$ cat src/rtl/lsfx_pkg.sv
package lsfx_pkg;

	localparam int LED_COUNT_DEF = 16;

	localparam int IDX_OUT_W = 6;
	localparam int PHASE_W   = 9;
	localparam int COLOR_W   = 24;
	localparam int CFG_IDX_W = 2;

	// effect_mode codes; 5..7 fall back to solid
	localparam logic [2:0] MODE_SOLID   = 3'd0;
	localparam logic [2:0] MODE_RUN     = 3'd1;
	localparam logic [2:0] MODE_BREATHE = 3'd2;
	localparam logic [2:0] MODE_RAINBOW = 3'd3;
	localparam logic [2:0] MODE_BLINK   = 3'd4;

	// configuration register indexes
	localparam logic [CFG_IDX_W-1:0] CFG_MODE  = 2'd0;
	localparam logic [CFG_IDX_W-1:0] CFG_COLOR = 2'd1;
	localparam logic [CFG_IDX_W-1:0] CFG_GRB   = 2'd2;

	// one pixel request from the frame sequencer to the color datapath
	typedef struct packed {
		logic [IDX_OUT_W-1:0] led;
		logic [PHASE_W-1:0]   phase;
		logic                 last;
	} pix_req_t;

endpackage

$ cat src/rtl/lsfx_color.sv
module lsfx_color #(
	parameter int LED_COUNT = lsfx_pkg::LED_COUNT_DEF
) (
	input  logic                                 clk,
	input  logic                                 arst_n,
	input  logic                                 advance,
	input  logic                                 req_valid,
	input  lsfx_pkg::pix_req_t                   req,
	input  logic [2:0]                           mode,
	input  logic [lsfx_pkg::COLOR_W-1:0]         base_color,
	input  logic                                 grb_order,
	output logic                                 out_valid,
	output logic [lsfx_pkg::IDX_OUT_W-1:0]       out_led,
	output logic [lsfx_pkg::COLOR_W-1:0]         out_color,
	output logic                                 out_last
);

	// rainbow hue offset for each LED position
	logic [7:0] wheel_off [64];
	for (genvar k = 0; k < 64; k++) begin : g_off
		assign wheel_off[k] = 8'((k * 256) / LED_COUNT);
	end

	logic [7:0]  wp;
	logic [7:0]  seg_w;
	logic [7:0]  seg_t;
	logic [23:0] wheel_c;
	logic [7:0]  bright;
	logic [23:0] plain_c;

	always_comb begin
		wp = wheel_off[req.led] + req.phase[7:0];
		if (wp < 8'd85) begin
			seg_w = wp;
		end else if (wp < 8'd170) begin
			seg_w = wp - 8'd85;
		end else begin
			seg_w = wp - 8'd170;
		end
		seg_t = 8'({1'b0, seg_w, 1'b0} + {2'b00, seg_w});
		if (wp < 8'd85) begin
			wheel_c = {8'd255 - seg_t, seg_t, 8'd0};
		end else if (wp < 8'd170) begin
			wheel_c = {8'd0, 8'd255 - seg_t, seg_t};
		end else begin
			wheel_c = {seg_t, 8'd0, 8'd255 - seg_t};
		end

		// triangle ramp: 511 - e == ~e[7:0] on the falling half
		bright = req.phase[8] ? ~req.phase[7:0] : req.phase[7:0];

		case (mode)
			lsfx_pkg::MODE_RUN:
				plain_c = ({3'b000, req.led} == req.phase) ? base_color : '0;
			lsfx_pkg::MODE_RAINBOW:
				plain_c = wheel_c;
			lsfx_pkg::MODE_BLINK:
				plain_c = (req.phase == '0) ? base_color : '0;
			default:
				plain_c = base_color;
		endcase
	end

	// stage 1: channel products and non-scaled color
	logic                              valid_s1;
	logic [lsfx_pkg::IDX_OUT_W-1:0]    led_s1;
	logic                              last_s1;
	logic                              breathe_s1;
	logic [23:0]                       color_s1;
	logic [15:0]                       prod_r_s1;
	logic [15:0]                       prod_g_s1;
	logic [15:0]                       prod_b_s1;

	always_ff @(posedge clk or negedge arst_n) begin
		if (!arst_n) begin
			valid_s1 <= 1'b0;
		end else if (advance) begin
			valid_s1 <= req_valid;
		end
	end

	always_ff @(posedge clk) begin
		if (advance) begin
			led_s1     <= req.led;
			last_s1    <= req.last;
			breathe_s1 <= (mode == lsfx_pkg::MODE_BREATHE);
			color_s1   <= plain_c;
			prod_r_s1  <= base_color[23:16] * bright;
			prod_g_s1  <= base_color[15:8] * bright;
			prod_b_s1  <= base_color[7:0] * bright;
		end
	end

	// x / 255 for x <= 65025 (any product of two bytes): (x + (x >> 8) + 1) >> 8
	function automatic logic [7:0] div255(input logic [15:0] x);
		logic [16:0] s;
		s = {1'b0, x} + {9'd0, x[15:8]} + 17'd1;
		return s[15:8];
	endfunction

	logic [23:0] final_c;

	always_comb begin
		final_c = breathe_s1 ?
			{div255(prod_r_s1), div255(prod_g_s1), div255(prod_b_s1)} : color_s1;
		if (grb_order) begin
			final_c = {final_c[15:8], final_c[23:16], final_c[7:0]};
		end
	end

	// stage 2: output register
	logic                              valid_s2;
	logic [lsfx_pkg::IDX_OUT_W-1:0]    led_s2;
	logic [23:0]                       color_s2;
	logic                              last_s2;

	always_ff @(posedge clk or negedge arst_n) begin
		if (!arst_n) begin
			valid_s2 <= 1'b0;
		end else if (advance) begin
			valid_s2 <= valid_s1;
		end
	end

	always_ff @(posedge clk) begin
		if (advance) begin
			led_s2   <= led_s1;
			color_s2 <= final_c;
			last_s2  <= last_s1;
		end
	end

	assign out_valid = valid_s2;
	assign out_led   = led_s2;
	assign out_color = color_s2;
	assign out_last  = last_s2;

endmodule

$ cat src/rtl/led_strip_effect_generator.sv
// Channel  | Direction | Handshake            | Payload
// tick     | in        | tick_valid/stall     | restart
// pixel    | out       | pixel_valid/stall    | led_index, pixel_color, last
// cfg      | in        | cfg_write            | cfg_index, cfg_data
//
// One tick transaction yields LED_COUNT pixel transactions, one per cycle unless stalled;
// the frame sequencer's LED counter sets that figure. Pixels leave through
// the stage 1 and stage 2 registers. The next tick is taken in the cycle the
// last LED of the current frame is issued, so frames run back to back.
// A pixel stall with pixel_valid high freezes the whole pixel pipeline and the sequencer.
// Reset clears the phase, the config registers and all valid flags.
module led_strip_effect_generator #(
	parameter int LED_COUNT = lsfx_pkg::LED_COUNT_DEF
) (
	input  logic                                clk,
	input  logic                                arst_n,
	input  logic                                tick_valid,
	output logic                                tick_stall,
	input  logic                                restart,
	output logic                                pixel_valid,
	input  logic                                pixel_stall,
	output logic [lsfx_pkg::IDX_OUT_W-1:0]      led_index,
	output logic [lsfx_pkg::COLOR_W-1:0]        pixel_color,
	output logic                                last,
	input  logic                                cfg_write,
	input  logic [lsfx_pkg::CFG_IDX_W-1:0]      cfg_index,
	input  logic [lsfx_pkg::COLOR_W-1:0]        cfg_data
);

	localparam int IDX_W = (LED_COUNT > 1) ? $clog2(LED_COUNT) : 1;
	localparam logic [IDX_W-1:0] LAST_LED = IDX_W'(LED_COUNT - 1);

	// configuration registers
	logic [2:0]                         mode_q;
	logic [lsfx_pkg::COLOR_W-1:0]       color_q;
	logic                               grb_q;

	always_ff @(posedge clk or negedge arst_n) begin
		if (!arst_n) begin
			mode_q  <= lsfx_pkg::MODE_SOLID;
			color_q <= '0;
			grb_q   <= 1'b0;
		end else if (cfg_write) begin
			unique case (cfg_index)
				lsfx_pkg::CFG_MODE:  mode_q  <= cfg_data[2:0];
				lsfx_pkg::CFG_COLOR: color_q <= cfg_data;
				lsfx_pkg::CFG_GRB:   grb_q   <= cfg_data[0];
				default: ;
			endcase
		end
	end

	// phase mod LED_COUNT: split into 64-blocks, table each part, one fixup
	logic [IDX_W-1:0] lo_mod [64];
	logic [IDX_W-1:0] hi_mod [8];
	for (genvar k = 0; k < 64; k++) begin : g_lo
		assign lo_mod[k] = IDX_W'(k % LED_COUNT);
	end
	for (genvar k = 0; k < 8; k++) begin : g_hi
		assign hi_mod[k] = IDX_W'((k * 64) % LED_COUNT);
	end

	logic [lsfx_pkg::PHASE_W-1:0] phase_q;
	logic [lsfx_pkg::PHASE_W-1:0] e_q;
	logic [IDX_W-1:0]             led_q;
	logic                         busy_q;

	logic [IDX_W:0]               mod_sum;
	logic [IDX_W-1:0]             run_e;
	logic [lsfx_pkg::PHASE_W-1:0] e_new;
	logic [lsfx_pkg::PHASE_W-1:0] phase_next;

	always_comb begin
		mod_sum = {1'b0, lo_mod[phase_q[5:0]]} + {1'b0, hi_mod[phase_q[8:6]]};
		if (mod_sum >= (IDX_W + 1)'(LED_COUNT)) begin
			mod_sum = mod_sum - (IDX_W + 1)'(LED_COUNT);
		end
		run_e = mod_sum[IDX_W-1:0];

		if (restart) begin
			e_new = '0;
		end else begin
			case (mode_q)
				lsfx_pkg::MODE_RUN:     e_new = lsfx_pkg::PHASE_W'(run_e);
				lsfx_pkg::MODE_BREATHE: e_new = phase_q;
				lsfx_pkg::MODE_RAINBOW: e_new = {1'b0, phase_q[7:0]};
				lsfx_pkg::MODE_BLINK:   e_new = {8'd0, phase_q[0]};
				default:                e_new = '0;
			endcase
		end

		case (mode_q)
			lsfx_pkg::MODE_RUN:
				phase_next = (e_new == lsfx_pkg::PHASE_W'(LED_COUNT - 1)) ?
					'0 : e_new + 1'b1;
			lsfx_pkg::MODE_BREATHE:
				phase_next = e_new + 1'b1;
			lsfx_pkg::MODE_RAINBOW:
				phase_next = {1'b0, e_new[7:0] + 8'd1};
			lsfx_pkg::MODE_BLINK:
				phase_next = {8'd0, ~e_new[0]};
			default:
				phase_next = '0;
		endcase
	end

	logic advance;
	logic issue;
	logic last_led;
	logic accept;

	assign advance    = !pixel_valid || !pixel_stall;
	assign issue      = busy_q && advance;
	assign last_led   = (led_q == LAST_LED);
	assign tick_stall = busy_q && !(issue && last_led);
	assign accept     = tick_valid && !tick_stall;

	always_ff @(posedge clk or negedge arst_n) begin
		if (!arst_n) begin
			phase_q <= '0;
			busy_q  <= 1'b0;
			led_q   <= '0;
			e_q     <= '0;
		end else if (accept) begin
			phase_q <= phase_next;
			busy_q  <= 1'b1;
			led_q   <= '0;
			e_q     <= e_new;
		end else if (issue) begin
			if (last_led) begin
				busy_q <= 1'b0;
			end else begin
				led_q <= led_q + 1'b1;
			end
		end
	end

	lsfx_pkg::pix_req_t req;

	always_comb begin
		req.led   = lsfx_pkg::IDX_OUT_W'(led_q);
		req.phase = e_q;
		req.last  = last_led;
	end

	lsfx_color #(
		.LED_COUNT(LED_COUNT)
	) u_color (
		.clk        (clk),
		.arst_n     (arst_n),
		.advance    (advance),
		.req_valid  (issue),
		.req        (req),
		.mode       (mode_q),
		.base_color (color_q),
		.grb_order  (grb_q),
		.out_valid  (pixel_valid),
		.out_led    (led_index),
		.out_color  (pixel_color),
		.out_last   (last)
	);

endmodule

$ cat config.mk
export PLATFORM = sky130hd
export DESIGN_NAME = led_strip_effect_generator
export DESIGN_NICKNAME = d
export VERILOG_FILES = /design/src/rtl/lsfx_pkg.sv /design/src/rtl/lsfx_color.sv /design/src/rtl/led_strip_effect_generator.sv
export SDC_FILE = /design/constraint.sdc
export NUM_CORES = 1
export LEC_CHECK = 0
export CAP_MARGIN = 0
export CORE_ASPECT_RATIO = 2
export CORE_MARGIN = 3
export CORE_UTILIZATION = 55
export DETAILED_ROUTE_END_ITERATION = 16
export DONT_BUFFER_PORTS = 1
export GPL_TIMING_DRIVEN = 1
export PLACE_DENSITY = 0.72
export SYNTH_ARGS = -nofsm -noshare
export SYNTH_HDL_FRONTEND = slang
export SYNTH_SLANG_ARGS = --single-unit
$ cat constraint.sdc
create_clock -name clk -period 9.4 [get_ports clk]
set_clock_uncertainty 0.2 [all_clocks]
set_input_delay 0.47 -clock clk [delete_from_list [all_inputs] [get_ports clk]]
set_output_delay 0.47 -clock clk [all_outputs]
set_load 0.01 [all_outputs]
; ---- After elaboration in Yosys (flattened, before gate mapping)
; Memories as Yosys holds them, arrays and structs flattened.
; Cells that the tools add are included.
; Widths: inputs -> output; s select.
[totals]
memories = 3
reg_bits = 160
output_inout_bits = 33
elab_cells = 107
in_bits = 32
romBits = 800
[op_classes]
multipliers = 3
n_lt_le_gt_ge = 6
bitwise_logic = 5
n_mux = 27
n_eq_ne = 10
reduce_logical = 18
addsub = 16
[mem_list]
columns = memory, depth, word_bits, rd, rd_ports_with_merged_regs, wr, line
row1 = (no name shown), 64, 8, 1, 0, 0, lsfx_color.sv:32  ; wp = wheel_off[req.led] + req.phase[7:0];
row2 = (no name shown), 64, 4, 1, 0, 0, led_strip_effect_generator.sv:74  ; mod_sum = {1'b0, lo_mod[phase_q[5:0]]} + {1'b0, hi_mod[phase_q[8:6]]};
row3 = (no name shown), 8, 4, 1, 0, 0, led_strip_effect_generator.sv:74
[ops]
columns = cell, n
row1 = $mux 24, 6
row2 = $pmux 24 s3, 1
row3 = $pmux 9 s4, 2
row4 = $add 16x1->16 const B, 3
row5 = $add 16x8->16, 3
row6 = $mul 8x8->16, 3
row7 = $mux 8, 5
row8 = $mux 4, 8
row9 = $mux 9, 2
row10 = $add 8x8->8, 2
row11 = $ge 7x7->1 const B, 2
row12 = $reduce_and 2->1, 5
row13 = $add 9x1->9 const B, 1
row14 = $eq 4x9->1, 1
row15 = $eq 9x4->1 const B, 1
row16 = $logic_not 9->1, 1
row17 = $add 8x1->8 const B, 1
row18 = $lt 8x7->1 const B, 1
row19 = $lt 8x8->1 const B, 1
row20 = $not 8->8, 1
row21 = $sub 8x7->8 const B, 1
row22 = $sub 8x8->8 const A, 1
row23 = $sub 8x8->8 const B, 1
row24 = $not 4->7, 1
row25 = other kinds (21), 31

; ---- Longest topological paths before layout
; Gate-level depths: netlist (run 1).
[depth]
word_depth = 13
mapped_depth = 24
ltp_nobuf = 22

; ---- Hierarchy
; From an unflattened synthesis (run 1), not the netlist that was laid out.
[hier_totals]
hier_cells = 1443
hier_area_um2 = 14745.4
[modules_own_cells]
columns = module, instances, seq_area_each_um2, cells_each, area_each_um2
row1 = lsfx_color, 1, 3383.2, 1239, 12341.8
row2 = led_strip_effect_generator, 1, 1276.2, 204, 2403.6

; ---- Least setup slack after synthesis (run 1)
; OpenSTA, ideal clock, no wires.
[synth_timing]
kind = register to register
startpoint = register e_q[8] in the netlist's numbering
endpoint = register u_color.prod_b_s1[15], data pin
arrival_time_ns = 5.149
setup_ns = 0.260
n_path_buf = 2
path_stages_with_launch = 22
slack_ns = 3.791
required_time_ns = 8.940
cell_sequence = dfrtp_1 -> clkbuf_1 -> xor2_1 -> clkbuf_1 -> nand2_1 -> fa_1 -> fa_1 -> inv_1 -> fa_1 -> inv_1 -> fa_1 -> inv_1 -> ha_1 -> a21boi_0 -> o21ai_0 -> a21boi_0 -> o21ai_0 -> nand2b_1 -> a21o_1 -> a21oi_1 -> o21ai_0 -> xnor2_1
[synth_via]
elab_chain_len = 2
[synth_lines]
columns = item, line
row1 = start: declaration, led_strip_effect_generator.sv:64  ; logic [lsfx_pkg::PHASE_W-1:0] e_q;
row2 = start signal: assignment, led_strip_effect_generator.sv:128  ; e_q <= e_new;
row3 = $mux 8, lsfx_color.sv:50  ; bright = req.phase[8] ? ~req.phase[7:0] : req.phase[7:0];
row4 = $mul 8x8->16, lsfx_color.sv:90  ; prod_b_s1 <= base_color[7:0] * bright;
row5 = end signal: assignment, lsfx_color.sv:90
row6 = end: declaration, lsfx_color.sv:72  ; logic [15:0] prod_b_s1;
; No other way between the ends.
; A chain may end at the register's enable or synchronous reset.

; ---- Worst setup path in the final report (run 1)
; Ends and elaborated chain as after synthesis.

==> results of run 1 <==
-- Yosys cell counts (all sizes together) (3+ instances only) --
master,instances
a21boi,7
a21o,20
a21oi,49
a22o,9
a31oi,5
and2,104
and3,6
buf,28
clkbuf,40
dfrtp,53
edfxtp,107
fa,110
ha,147
inv,183
mux2,28
mux2i,4
nand2,170
nand2b,13
nand3,24
nand4,5
nor2,61
nor2b,4
nor3,13
nor4,5
o211ai,4
o21a,26
o21ai,69
o22ai,3
o311ai,4
o31ai,3
o32ai,11
or3,5
xnor2,50
xor2,35
-- per-stage QoR --
stage / util [%] / hold WS [ns]
finish: 60.9 / 0.0539
CTS: 60.9 / 0.0455
floorplan: - / -0.0256
detailed placement: 57.4 / -0.0242
global placement: 57.4 / -0.0239
global route: 60.9 / 0.0655
-- cell type report --
class | count | area, µm²
sequential | 160 | 4540
clock inverter | 14 | 143
multi-input combinational | 1025 | 8800
tap | 336 | 420
timing repair buffer | 41 | 395
inverter | 185 | 694
clock buffer | 18 | 439
fill | 2137 | 9910
-- cells in the final DEF (no fill, tap or decap), types with 4 or more instances in the layout --
cell type	count
a21o_1	20
dlygate4sd3_1	27
a21oi_1	47
nor2b_1	4
nand4_1	5
or3_1	5
nand3_1	23
and3_1	5
clkbuf_16	17
fa_1	110
nand2_1	169
o32ai_1	11
inv_6	5
xor2_1	34
mux2i_1	4
buf_4	13
xnor2_1	47
nor4_1	4
mux2_2	28
ha_1	147
edfxtp_1	107
dfrtp_1	53
o21ai_0	62
nand2b_1	13
inv_1	183
a21boi_0	7
o211ai_1	4
a31oi_1	4
nor2_1	60
o21ai_1	4
a22o_1	9
o21a_1	26
and2_1	104
o311ai_0	4
nor3_1	13
-- flip-flops by register name, summed over array words and instances, names as in the netlist --
name,flops
u_color.out_valid,1
u_color.out_led,4
u_color.breathe_s1,1
color_q,24
mode_q,3
u_color.prod_r_s1,16
u_color.valid_s1,1
busy_q,1
u_color.led_s1,4
grb_q,1
e_q,9
u_color.last_s1,1
led_q,4
u_color.out_color,24
u_color.prod_g_s1,16
u_color.prod_b_s1,16
u_color.out_last,1
phase_q,9
u_color.color_s1,24
-- per-layer routing --
metal / global-route usage [%] / part of all wire [%] / wire length (µm) / vias to the layer above
met5: 0 / 0 / 0 / -
met4: 12.9 / 5.0 / 1590 / 0
met3: 2.70 / 3.6 / 1140 / 88
met2: 45.8 / 56 / 17800 / 276
met1: 23.5 / 35 / 11100 / 5078
li1: - / - / - / 4763
-- worst reg2reg max path: stages, from the launching register on --
cell      delay, ns
dfrtp_1        0.61
xor2_1         0.63
buf_4          0.35
nand2_1        0.12
fa_1           0.51
fa_1           0.55
inv_1          0.06
fa_1           0.53
inv_1          0.05
fa_1           0.53
inv_1          0.04
ha_1           0.31
a21boi_0       0.15
o21ai_0        0.21
a21boi_0       0.14
o21ai_0        0.17
nand2b_1       0.10
a21o_1         0.18
a21oi_1        0.20
o21ai_0        0.15
xnor2_1        0.15
-- cell families after synthesis --
logic type | after synthesis
buf+inv | 253
simple gates | 418
other cells | 1
mux | 34
fa+ha+maj | 257
compound gates | 229
flops | 160
xor+xnor | 85
-- worst max path at each step --
stage / to / slack (ns) / depth (start not counted)
final: u_color.prod_b_s1[15] / 3.22 / 20
after global routing: u_color.prod_b_s1[15] / 2.85 / 20
after CTS: u_color.prod_b_s1[15] / 3.24 / 20
after detailed placement: u_color.prod_b_s1[15] / 3.27 / 20
after global placement: u_color.prod_b_s1[15] / 3.41 / 20
after floorplan: u_color.prod_b_s1[15] / 3.79 / 21
-- power by group --
group	total, mW	leakage, nW	switching, mW	internal [mW]
clock	0.692	0.293	0.312	0.381
sequential	1.22	1.76	0.211	1.01
combinational	1.94	5.25	1.15	0.790
-- repair_timing --
action	in CTS	in global routing
buffers inserted	0	0
hold buffers	28	0
hold endpoints to repair	83	0
==> summary.txt, run 1 <==
Worst setup path
  – Worst path bufs/invs: 4
  – Count of cells along the worst register-to-register path: 20
  – Worst setup path startpoint: e_q[8]
  – Critical path cell sequence: xor2_1 > buf_4 > nand2_1 > fa_1 > fa_1 > inv_1 > fa_1 > inv_1 > fa_1 > inv_1 > ha_1 > a21boi_0 > o21ai_0 > a21boi_0 > o21ai_0 > nand2b_1 > a21o_1 > a21oi_1 > o21ai_0 > xnor2_1
  – Arrival time at the worst endpoint: 6.17 ns
  – Critical R2R Launch: e_q[8]
  – Flop2flop setup slack: 3.22 ns
  – Delay of the slowest cell on the worst path: 0.63 ns
  – Kind of end point of the critical path: flop
  – Worst EP required: 9.40 ns
  – Slowest library cell on the worst path: xor2_1
  – Most repeated library cell on the critical path: fa_1
  – Category of the critical setup timing path: reg2reg
  – Category of cells accounting for the largest share of critical-path delay: adder cells
  – Endpoint of the lowest-slack register-to-register path: u_color.prod_b_s1[15]
  – Maximum fanout along the worst path: 16
  – Startpoint type of the worst setup path: flop

Power and ir drop
  – Total power consumption of the routed design: 3.86 mW
  – Peak VDD IR: 0.000209 V
  – Static Leak: 7.31 nW
  – Power Dens Cells: ~250 nW/µm²

Routing
  – Number of iterations in the first detailed-routing pass: 5
  – Sum of routed wire length over all layers: 31.7 mm
  – Total vias in the final route: 10205
  – Number of remaining DRC errors: 0
  – 1st-iter DRT viols: around 690
  – Routed wire per std cell: 17.8 µm
  – Number of vias per cell after detailed routing: 5.74
  – Number of nets still failing antenna checks after routing: 0

Logic synthesis
  – Biggest area contributors in the synthesized netlist: edfxtp_1, fa_1, ha_1
  – Fraction of the yosys area taken by sequential cells: between 30% and 40%
  – Async SR Flop Fraction: between 30% and 40%
  – Mux share of post-synthesis cell area: under 10%
  – Adder and majority gate portion of the synthesized area: 28.3%
  – Dominant combinational cell family by area after synthesis: adder cells
  – Leading register cell type out of synthesis: edfxtp_1
  – Post-synthesis sequential element count: 160
  – Simple logic cell fraction of the synthesized area: 14.2%
  – Dominant cell type by area after synthesis: edfxtp_1
  – Number of instances in the synthesized netlist: 1437
  – Post-Synth XOR/XNOR Area: under 10%
  – Area of the mapped netlist: 14300 µm²
  – Share of the synthesized area in the top cell type: 22.5%
  – Share of the synthesized area in compound gates (AO/OA/AOI/OAI): 10.7%
  – Number of enable flip-flop cells after synthesis: 107
  – Avg Cell Area, Syn: 9.95 µm²
  – Count of yosys warnings during synthesis: 0
  – Unique masters post-synth: around 70

STA
  – Worst-margin pin slew: 0.861 ns
  – Peak Freq: 0.162 GHz
  – Final-report max-slew violation count: 0
  – TNS Setup: 0 ns
  – Count of endpoints failing hold in the final timing report: 0
  – Slew HR: 42.6%
  – Slack of the critical path: 3.22 ns
  – Setup repair after global routing missed its margin: no
  – Post-layout min period: 6.18 ns
  – Count of endpoints failing setup in the final report: 0
  – Share of the cycle needed by the critical path after routing: 65.7%

Die
  – FP Rows: 82
  – Starting density of the core: 56.4%
  – Vertical die dimension: 234 µm
  – Die area: 28100 µm²
  – Width of the die: 120 µm
  – Core area: 25300 µm²
  – Io pins: 65

Cells and area
  – Share of cells above drive strength 1: 6.65%
  – ANT cells: 0
  – Filler-free cell count of the finished design: roughly 1800
  – Layout-stage area growth over the synthesis result: 7.92%
  – Summed area of non-filler cells in the final layout: 15400 µm²
  – Number of nets in the layout: 1719

Clock tree
  – Htree depth: 4
  – Clock input transition at the sequential cells of the worst setup and hold paths: 0.07 ns
  – Number of sinks driven by the clock tree: 160
  – Cts repair resizes: 0
  – Later-pin clock latency in the skew report: 0.45 ns
  – Number of clock buffers inserted by TritonCTS: 17
  – CTS tree: yes
  – Number of buffers between clock root and the deepest sink: 2
  – Root buf cell: clkbuf_16

Placed design
  – Placement-stage cell area: ~15000 µm²
  – Number of buffers inserted by port buffering: 0
  – Global placer's final weighted congestion: 0.853
  – Placement Setup Slack: 3.27 ns
  – Detailed Place HPWL: about 25 mm
  – Total placed cells including tap cells: 1719

GRT
  – Vias in the first global route: 10520
  – Total global routing track utilization: about a quarter
  – First-pass GRT wire length: between 50 and 60 mm
  – Pin count of the biggest net entering global routing: 71
  – Number of antenna violations at the first check in global routing: 0
  – Global-route congestion overflow total: 0

Outcome
  – Run status: finished clean

Hold path
  – Class of the tightest hold or removal check: in2reg
  – Hold Path End: grb_q
  – Number of cells on the worst hold path: 2
  – Startpoint of the most critical hold path: cfg_write

Run
  – Max-cap violations: 0
No activity file was read; power rests on OpenSTA's default activity.
==> run 2, diff against run 1 <==
clock period = 6.2 ns   (was 9.4 ns; I/O delays follow)
==> run 2 against run 1 <==
Via count up 0.32%. Critical path depth unchanged. Utilization up 0.70 points. Non-clock buffer count up 20. Register-to-register slack worse by 2.8 ns. Combinational power up 60%. Wire length up 1.4%. Final cell count up 1.1%. Sequential share of layout area down 0.33 points. Total power up 56%.
==> summary.txt, run 2 (synthesis results as in run 1) <==
Cells and area
  – Number of nets in the layout: 1739 (+1.2%)
  – ANT cells: 0 (unchanged)
  – Share of the core filled with cells in the final layout: 61.6% (+0.70 points)
  – Commonest cells after routing, fill and taps aside: inv_1, nand2_1, ha_1
  – Most common cell after layout, fill and taps aside: inv_1
  – Filler-free cell count of the finished design: 1799 (+1.1%)
  – Layout-stage area growth over the synthesis result: 9.16%
  – Share of cells above drive strength 1: 7.52% (+0.87 points)

Die
  – Width of the die: 120 µm (unchanged)
  – FP Rows: 82 (unchanged)
  – Starting density of the core: 56.4% (unchanged)
  – Core area: 25300 µm² (unchanged)
  – Io pins: 65 (unchanged)
  – Vertical die dimension: 234 µm (unchanged)
  – Die area: 28100 µm² (unchanged)

Placed design
  – Total placed cells including tap cells: 1733 (+0.81%)
  – Global placer's final weighted congestion: 0.898 (+5.3%)
  – Detailed Place HPWL: 25.1 mm (+2.0%)
  – Placement Setup Slack: 0.461 ns (-2.81 ns)
  – Number of buffers inserted by port buffering: 0 (unchanged)

GRT
  – Global-route congestion overflow total: 0 (unchanged)
  – Pin count of the biggest net entering global routing: 63 (-11%)
  – Vias in the first global route: 10954 (+4.1%)
  – Total global routing track utilization: 24.2% (+0.85 points)
  – Number of antenna violations at the first check in global routing: 0 (unchanged)
  – First-pass GRT wire length: 52.9 mm (+3.3%)

Worst setup path
  – Worst EP required: 6.20 ns (-3.20 ns)
  – Flop2flop setup slack: 0.39 ns (-2.83 ns)
  – Arrival time at the worst endpoint: 5.81 ns (-0.36 ns)
  – Startpoint type of the worst setup path: flop
  – Maximum fanout along the worst path: 10 (-6)
  – Category of the critical setup timing path: reg2reg
  – Kind of end point of the critical path: flop

Hold path
  – Class of the tightest hold or removal check: in2reg

Clock tree
  – Htree depth: 4 (unchanged)
  – Later-pin clock latency in the skew report: 0.46 ns (about the same)
  – CTS tree: yes
  – Clock input transition at the sequential cells of the worst setup and hold paths: 0.07 ns (about the same)
  – Number of buffers between clock root and the deepest sink: 2 (unchanged)
  – Number of sinks driven by the clock tree: 160 (unchanged)
  – Root buf cell: clkbuf_16
  – Number of clock buffers inserted by TritonCTS: 17 (unchanged)

Routing
  – Total vias in the final route: 10238 (+0.32%)
  – Sum of routed wire length over all layers: 32.1 mm (+1.4%)
  – 1st-iter DRT viols: 530 (-23%)
  – Number of iterations in the first detailed-routing pass: 5 (unchanged)
  – Number of vias per cell after detailed routing: 5.69 (-0.79%)
  – Number of remaining DRC errors: 0 (unchanged)
  – Number of nets still failing antenna checks after routing: 0 (unchanged)
  – Routed wire per std cell: 17.9 µm (+0.26%)

STA
  – Slew HR: 51.4% (+8.8 points)
  – Setup repair after global routing missed its margin: no
  – Post-layout min period: 5.81 ns (-0.372 ns)
  – TNS Setup: 0 ns (unchanged)
  – Final-report max-slew violation count: 0 (unchanged)
  – Share of the cycle needed by the critical path after routing: 93.6% (+28 points)
  – Slack of the critical path: 0.394 ns (-2.83 ns)
  – Peak Freq: 0.172 GHz (+6.4%)
  – Count of endpoints failing setup in the final report: 0 (unchanged)
  – Worst-margin pin slew: 0.730 ns (-0.131 ns)
  – Count of endpoints failing hold in the final timing report: 0 (unchanged)

Power and ir drop
  – Peak VDD IR: 0.000232 V (+11%)
  – Power Dens Cells: 384 nW/µm² (+54%)
  – Total power consumption of the routed design: 6.00 mW (+56%)
  – Static Leak: 7.41 nW (+1.4%)

Run
  – Max-cap violations: 0 (unchanged)

Outcome
  – Run status: finished clean
run 2: cell types whose count changed in the layout (fill, tap and decap cells not counted):
cell           previous run  this run
buf_4                    13        27
dlygate4sd3_1            27        33
bufinv_16                 1         0
inv_8                     3         2
clkinv_4                  2         1
inv_6                     5         7
clkbuf_16                17        19
inv_4                     2         1
run 2: final timing paths:
path,to,cells after the start,start
max in group asynchronous,e_q[8],2,arst_n
worst max register to register,u_color.prod_r_s1[15],20,e_q[8]
worst max-delay path,u_color.prod_r_s1[15],20,e_q[8]
worst min-delay path,mode_q[2],2,cfg_write
worst min register to register,u_color.out_last,0,u_color.last_s1
min in group asynchronous,u_color.valid_s1,2,arst_n
run 2: metrics by stage:
stage	hold WS, ns	cell area [µm²]
after floorplan	-0.186	14300
after global placement	-0.184	14700
after detailed placement	-0.184	14700
after CTS	0.0321	15600
after global routing	0.0556	15600
final	0.0628	15600
run 2: critical path, cell delays in order, from the launching register on:
cell and delay [ns]:
dfrtp_1 0.63, xor2_1 0.31, buf_4 0.22, nand2_1 0.09
fa_1 0.53, fa_1 0.55, inv_1 0.05, fa_1 0.47
inv_1 0.05, fa_1 0.53, inv_1 0.04, ha_1 0.31
a21boi_0 0.15, o21ai_0 0.26, a21boi_0 0.18, o21ai_0 0.17
nand2b_1 0.11, a21o_1 0.19, a21oi_1 0.21, o21ai_0 0.15
xnor2_1 0.14
run 2: final cells by class:
type                    count  area, µm²
fillers                  2105       9740
multi-input cells        1025       8800
flip-flops and latches    160       4540
inverters                 185        694
repair buffers             61        561
clock buffers              20        489
well taps                 336        420
clock inverters            12        104
run 2: what timing repair did:
item,4_1_cts,5_1_grt
buffers inserted,0,0
endpoints found under the hold margin,90,0
resized for setup,0,0
hold buffers,34,0
run 2: per-layer routing:
| metal | track usage, % | share of wire, % | wire, µm | vias to the layer above |
|---|---|---|---|---|
| li1 | - | - | - | 4830 |
| met2 | 46.2 | 56 | 18100 | 271 |
| met5 | 0 | 0 | 0 | - |
| met4 | 13.7 | 5.0 | 1610 | 0 |
| met1 | 24.8 | 35 | 11300 | 5039 |
| met3 | 3.57 | 3.5 | 1140 | 98 |
run 2: power by group:
group          switching, mW  total (mW)  internal [mW]
sequential             0.311        1.84           1.53
combinational           1.87        3.10           1.24
clock                  0.469        1.05          0.584
total                   2.65        6.00           3.35
